===== src/sv/cdq_pkg.sv =====
package cdq_pkg;

	// storage geometry
	localparam int DEPTH = 16;
	localparam int WIDTH = 32;
	localparam int AW    = (DEPTH > 1) ? $clog2(DEPTH) : 1;
	localparam int CW    = $clog2(DEPTH + 1);

	// field widths of one item
	localparam int KIND_W = 3;
	localparam int ELEM_W = 32;
	localparam int POS_W  = 4;
	localparam int OUT_W  = 2;
	localparam int FILL_W = 5;

	// operation codes
	localparam logic [KIND_W-1:0] KIND_PUSH_FRONT = 3'd0;
	localparam logic [KIND_W-1:0] KIND_PUSH_BACK  = 3'd1;
	localparam logic [KIND_W-1:0] KIND_POP_FRONT  = 3'd2;
	localparam logic [KIND_W-1:0] KIND_POP_BACK   = 3'd3;
	localparam logic [KIND_W-1:0] KIND_READ       = 3'd4;

	// outcome codes
	localparam logic [OUT_W-1:0] OUT_OK   = 2'd0;
	localparam logic [OUT_W-1:0] OUT_WARN = 2'd1;
	localparam logic [OUT_W-1:0] OUT_ERR  = 2'd2;

	typedef struct packed {
		logic [KIND_W-1:0] kind;
		logic [ELEM_W-1:0] element;
		logic [POS_W-1:0]  position;
	} cdq_cmd_t;

	typedef struct packed {
		logic [OUT_W-1:0]  outcome;
		logic [ELEM_W-1:0] read_value;
		logic [FILL_W-1:0] fill_count;
	} cdq_res_t;

endpackage


===== src/sv/circular_deque_with_indexed_read_top.sv =====
// a result strobes on done in the cycle after its item is accepted
// throughput: one item per cycle, busy stays low since every operation
// touches the slot memory at most once at the accept edge
// the receiver cannot stall, so each result is shown for exactly one cycle
// reset clears head position and fill count; slot contents stay undefined
module circular_deque_with_indexed_read_top (
	input  logic             clk,
	input  logic             arst_n,
	input  logic             start,
	output logic             busy,
	input  cdq_pkg::cdq_cmd_t cmd,
	output logic             done,
	output cdq_pkg::cdq_res_t result
);
	import cdq_pkg::*;

	localparam int IW = (POS_W > CW) ? POS_W : CW;

	logic [AW-1:0]     head_q, head_d;
	logic [CW-1:0]     count_q, count_d;
	logic              accept;
	logic              full, empty;
	logic              we;
	logic [AW-1:0]     waddr, raddr;
	logic [WIDTH-1:0]  wdata, rdata;
	logic [OUT_W-1:0]  outcome_d;
	logic              rd_ok_d;
	logic              done_q;
	logic              rd_ok_s1;
	logic [OUT_W-1:0]  outcome_s1;
	logic [CW-1:0]     fill_s1;

	// physical slot of a logical offset from head
	function automatic logic [AW-1:0] slot_of(input logic [AW-1:0] h, input logic [AW-1:0] off);
		logic [AW:0] sum;
		sum = {1'b0, h} + {1'b0, off};
		if (sum >= (AW+1)'(DEPTH)) begin
			sum = sum - (AW+1)'(DEPTH);
		end
		return sum[AW-1:0];
	endfunction

	assign busy   = 1'b0;
	assign accept = start && !busy;
	assign full   = (count_q == CW'(DEPTH));
	assign empty  = (count_q == '0);
	assign wdata  = WIDTH'(cmd.element);
	assign raddr  = slot_of(head_q, AW'(cmd.position));

	// operation decode and next state
	always_comb begin
		head_d    = head_q;
		count_d   = count_q;
		we        = 1'b0;
		waddr     = slot_of(head_q, count_q[AW-1:0]);
		outcome_d = OUT_OK;
		rd_ok_d   = 1'b0;
		case (cmd.kind)
			KIND_PUSH_FRONT: begin
				if (full) begin
					outcome_d = OUT_ERR;
				end else begin
					head_d  = (head_q == '0) ? AW'(DEPTH - 1) : head_q - AW'(1);
					waddr   = head_d;
					we      = accept;
					count_d = count_q + CW'(1);
				end
			end
			KIND_PUSH_BACK: begin
				if (full) begin
					outcome_d = OUT_ERR;
				end else begin
					we      = accept;
					count_d = count_q + CW'(1);
				end
			end
			KIND_POP_FRONT: begin
				if (empty) begin
					outcome_d = OUT_WARN;
				end else begin
					head_d  = (head_q == AW'(DEPTH - 1)) ? '0 : head_q + AW'(1);
					count_d = count_q - CW'(1);
				end
			end
			KIND_POP_BACK: begin
				if (empty) begin
					outcome_d = OUT_WARN;
				end else begin
					count_d = count_q - CW'(1);
				end
			end
			KIND_READ: begin
				if (IW'(cmd.position) >= IW'(count_q)) begin
					outcome_d = OUT_ERR;
				end else begin
					rd_ok_d = 1'b1;
				end
			end
			default: begin
				outcome_d = OUT_ERR;
			end
		endcase
	end

	// slot storage
	cdq_ram #(
		.W(WIDTH),
		.D(DEPTH)
	) u_slots (
		.clk  (clk),
		.we   (we),
		.waddr(waddr),
		.wdata(wdata),
		.raddr(raddr),
		.rdata(rdata)
	);

	// head and fill count
	always_ff @(posedge clk or negedge arst_n) begin
		if (!arst_n) begin
			head_q  <= '0;
			count_q <= '0;
			done_q  <= 1'b0;
		end else begin
			done_q <= accept;
			if (accept) begin
				head_q  <= head_d;
				count_q <= count_d;
			end
		end
	end

	// result stage, lines up with the memory read data
	always_ff @(posedge clk) begin
		if (accept) begin
			outcome_s1 <= outcome_d;
			rd_ok_s1   <= rd_ok_d;
			fill_s1    <= count_d;
		end
	end

	assign done              = done_q;
	assign result.outcome    = outcome_s1;
	assign result.read_value = rd_ok_s1 ? ELEM_W'(rdata) : '0;
	assign result.fill_count = FILL_W'(fill_s1);

	// every accepted item strobes one result next cycle
	a_done_follows: assert property (@(posedge clk) disable iff (!arst_n)
		accept |=> done)
		else $error("accepted item gave no result");

	a_no_spurious: assert property (@(posedge clk) disable iff (!arst_n)
		!accept |=> !done)
		else $error("result without an item");

	a_fill_bound: assert property (@(posedge clk) disable iff (!arst_n)
		done |-> (result.fill_count <= FILL_W'(DEPTH)))
		else $error("fill count beyond capacity");

	a_warn_empty: assert property (@(posedge clk) disable iff (!arst_n)
		(done && result.outcome == OUT_WARN) |-> (result.fill_count == '0))
		else $error("pop warning while not empty");

	a_value_ok: assert property (@(posedge clk) disable iff (!arst_n)
		(done && result.outcome != OUT_OK) |-> (result.read_value == '0))
		else $error("read value on failed item");

endmodule


===== src/sv/cdq_ram.sv =====
module cdq_ram #(
	parameter int W = 32,
	parameter int D = 16
) (
	input  logic                                clk,
	input  logic                                we,
	input  logic [((D > 1) ? $clog2(D) : 1)-1:0] waddr,
	input  logic [W-1:0]                        wdata,
	input  logic [((D > 1) ? $clog2(D) : 1)-1:0] raddr,
	output logic [W-1:0]                        rdata
);

	logic [W-1:0] mem [D];

	// one write port, registered read port
	always_ff @(posedge clk) begin
		if (we) begin
			mem[waddr] <= wdata;
		end
		rdata <= mem[raddr];
	end

endmodule

===== config.mk =====
export PLATFORM = sky130hd
export DESIGN_NAME = circular_deque_with_indexed_read_top
export DESIGN_NICKNAME = d
export VERILOG_FILES = /design/src/sv/cdq_pkg.sv /design/src/sv/circular_deque_with_indexed_read_top.sv /design/src/sv/cdq_ram.sv
export SDC_FILE = /design/constraint.sdc
export NUM_CORES = 1
export LEC_CHECK = 0
export BUFFER_PORTS_ARGS = -buffer_cell sky130_fd_sc_hd__buf_2
export CAP_MARGIN = 0
export CORE_MARGIN = 4
export CORE_UTILIZATION = 40
export DETAILED_ROUTE_END_ITERATION = 16
export HOLD_SLACK_MARGIN = 0.06
export PLACE_DENSITY = 0.65
export SLEW_MARGIN = 20
export SYNTH_ARGS = -nofsm -noshare
export SYNTH_HDL_FRONTEND = slang
export SYNTH_HIERARCHICAL = 1
export SYNTH_SLANG_ARGS = --single-unit

===== constraint.sdc =====
create_clock -name clk -period 5.1 [get_ports clk]
set_input_delay 0.51 -clock clk [delete_from_list [all_inputs] [get_ports clk]]
set_output_delay 0.51 -clock clk [all_outputs]
set_load 0.05 [all_outputs]

==> results.toml <==
[sta]
finalHoldViolCount = 0
whs_ns = 0.1620
max_freq_ghz = 0.2402
period_share = 0.8165
finalSetupTns_ns = 0
max_slew_margin = 0.3086
tightest_slew_ns = 1.035
finalSetupViolCount = 0
fin_ws_ns = 0.9360
grt_setup_unrepaired = "no"
drv_slew = 0
finClkSkew_ns = 0.02162
min_period_ns = 4.164

[logic_synthesis]
synth-seq-area-share = 0.7644
synth_seq_cells = 562
synthMuxAreaShare = 0.1354
synth_top_family_by_area = "multiplexers"
synth_xor_area_frac = 0.004461
syn_area_per_cell_um2 = 20.74
synthSimpleGateAreaFrac = 0.03349
synth_top_area_cell = "edfxtp_1"
synth_top_area_frac = 0.7231
synth_compound_area_frac = 0.03708
synth.distinct_cells = 52
ys_warn_count = 6
async_reset_ff_frac = 0.01779
syn_inst = 1041
synth_edf_count = 520
synth_nets = 1100
synth_area_leaders = "edfxtp_1 (72%), mux4_2 (13%), dfxtp_1 (3.0%)"
synth_fa_ha_area_frac = 0.01055
ys.flop_type = "edfxtp_1"
synthesis.area_um2 = 21590

[global_route]
grt.total_usage = 0.1603
grt_start_max_net_pins = 57
antenna_found_initial = 0
overflow = 0
grt_pass1_vias = 10810
grt_pass1_wl_um = 69360

[power_and_ir_drop]
p_sw_mw = 4.750
p_clk_frac = 0.268
power_density_nw_per_um2 = 581.7
swShare = 0.3301
cellLeakagePower_nw = 8.078
p_int_mw = 9.640
report.power.total_mw = 14.39
vdd_drop_max_mv = 0.5209
p_comb_frac = 0.340
pwr-share-seq = 0.393

[routing]
drt_wl_total_um = 45610
drt-initial-drc-count = 906
firstDrtPassIters = 5
drt-wirelength-per-cell_um = 24.18
ant_nets = 0
vias = 10320
viasPerCell = 5.471
drc = 0

[clock_tree]
clk_latency_ns = 0.61
cts_buffer_depth = 3
cts-root-buf = "clkbuf_16"
cts_sinks = 562
numCtsBuffers = 55
ctsResizeCount = 0
cts_tree = "built"
clk_pin_slew_ns = 0.07
htree_levels = 2
cts_hold_buf = 1
post-cts-setup-buffers = 0

[place]
gp_congestion = 0.8060
place_area_um2 = 22990
dp_cells = 1781
port_buffers = 81
pre_cts_ws_ns = 0.9006
dp_hpwl_um = 27350

[setup_path]
cp_data_arrival_time_ns = 4.46
endpoint_kind = "flop"
cp_top_family = "simple AND/OR/NAND/NOR gates"
worst-path-max-fanout = 26
path_buf_inv = 2
cp_slowest_cell = "nor2_4"
path_cells = "inv_1 -> ha_1 -> nor3b_2 -> a2111oi_4 -> mux2i_1 -> nand2b_1 -> nor2_4 -> buf_4"
required_ns = 5.40
slowest_delay_ns = 0.84
crit_path_start_kind = "flop"
critPathKind = "reg2reg"

[floorplan]
io_pins = 83
start_util = 0.4077
die_h_um = 240.4
chipWidth_um = 240.4
dieArea_um2 = 57770
num_rows = 84
core_um2 = 52970

[finish]
syn_to_final_growth_pct = 14.55
diodes = 0
fin_util = 0.4670
fillers = 4428
final_cell_area_um2 = 24740
final_common_cell = "edfxtp_1"
fin_nets = 1211
stdcell_count = 1886
final_cell_mix = "edfxtp_1 (520), mux4_2 (128), buf_2 (81), a22oi_1 (64), clkbuf_16 (56)"
drive_above_1_share = 0.2855

[job]
max_cap_viol_count = 0

[run_status]
outcome = "complete, no violations"

[min_path]
hold_path_class = "in2reg"
==> area by class of cell <==
type | count | area (um2) | area share
Sequential cell | 562 | 16510 | 0.6672
Multi-Input combinational cell | 409 | 4923 | 0.1990
Clock buffer | 78 | 1534 | 0.06201
Tap cell | 688 | 860.8 | 0.03480
Timing Repair Buffer | 110 | 675.6 | 0.02731
Clock inverter | 25 | 182.7 | 0.007385
Inverter | 14 | 55.05 | 0.002225
==> power groups by stage <==
stage               clock network [mW]  logic, mW  registers, mW
finish                            3.85       4.89           5.65
global route                      4.18       5.26           5.69
CTS                               3.96       4.93           5.65
detailed placement                   0       4.91           5.75
global placement                     0       4.88           5.73
floorplan                            0       3.41           5.71
==> state kept, by name, indices dropped and copies added, names as in the netlist <==
name and count:
fill_s1 5, u_slots/rdata 32, u_slots/mem 512, count_q 5, done 1, rd_ok_s1 1
head_q 4, outcome_s1 2
==> Yosys cell counts (9+ instances only) <==
cell / number
edfxtp_1: 520
mux4_2: 128
a22oi_1: 64
nand2_1: 45
and2_1: 35
dfxtp_1: 32
clkbuf_1: 26
nor2_1: 21
ha_1: 15
inv_1: 14
buf_1: 10
buf_4: 10
dfrtp_1: 10
o21ai_0: 10
buf_2: 9
==> logic make-up after synthesis <==
family / count (synthesis)
flops: 562
simple gates: 138
fa+ha+maj: 17
mux: 132
other cells: 1
compound gates: 110
buf+inv: 70
xor+xnor: 11
==> layer usage <==
layer	wire, um	track usage	share of wire	vias up
li1	-	-	-	4496
met1	19530	0.2207	0.43	5470
met2	22860	0.2686	0.50	295
met3	2375	0.02994	0.052	58
met4	843	0.03760	0.018	0
met5	0	0	0	-
==> final timing paths <==
kind / cells after the start / start / slack (ns) / to
max: 8 / count_q[1]$_DFFE_PN0P_ / 0.94 / u_slots/mem[2][23]$_DFFE_PP_
max in group asynchronous: 2 / arst_n / 4.55 / head_q[2]$_DFFE_PN0P_
min: 1 / start / 0.16 / done$_DFF_PN0_
min in group asynchronous: 2 / arst_n / 0.32 / head_q[1]$_DFFE_PN0P_
max reg2reg: 8 / count_q[1]$_DFFE_PN0P_ / 0.94 / u_slots/mem[2][23]$_DFFE_PP_
min reg2reg: 3 / u_slots/mem[14][18]$_DFFE_PP_ / 0.67 / u_slots/rdata[18]$_DFF_P_
Power figures use the tool's default switching activity.
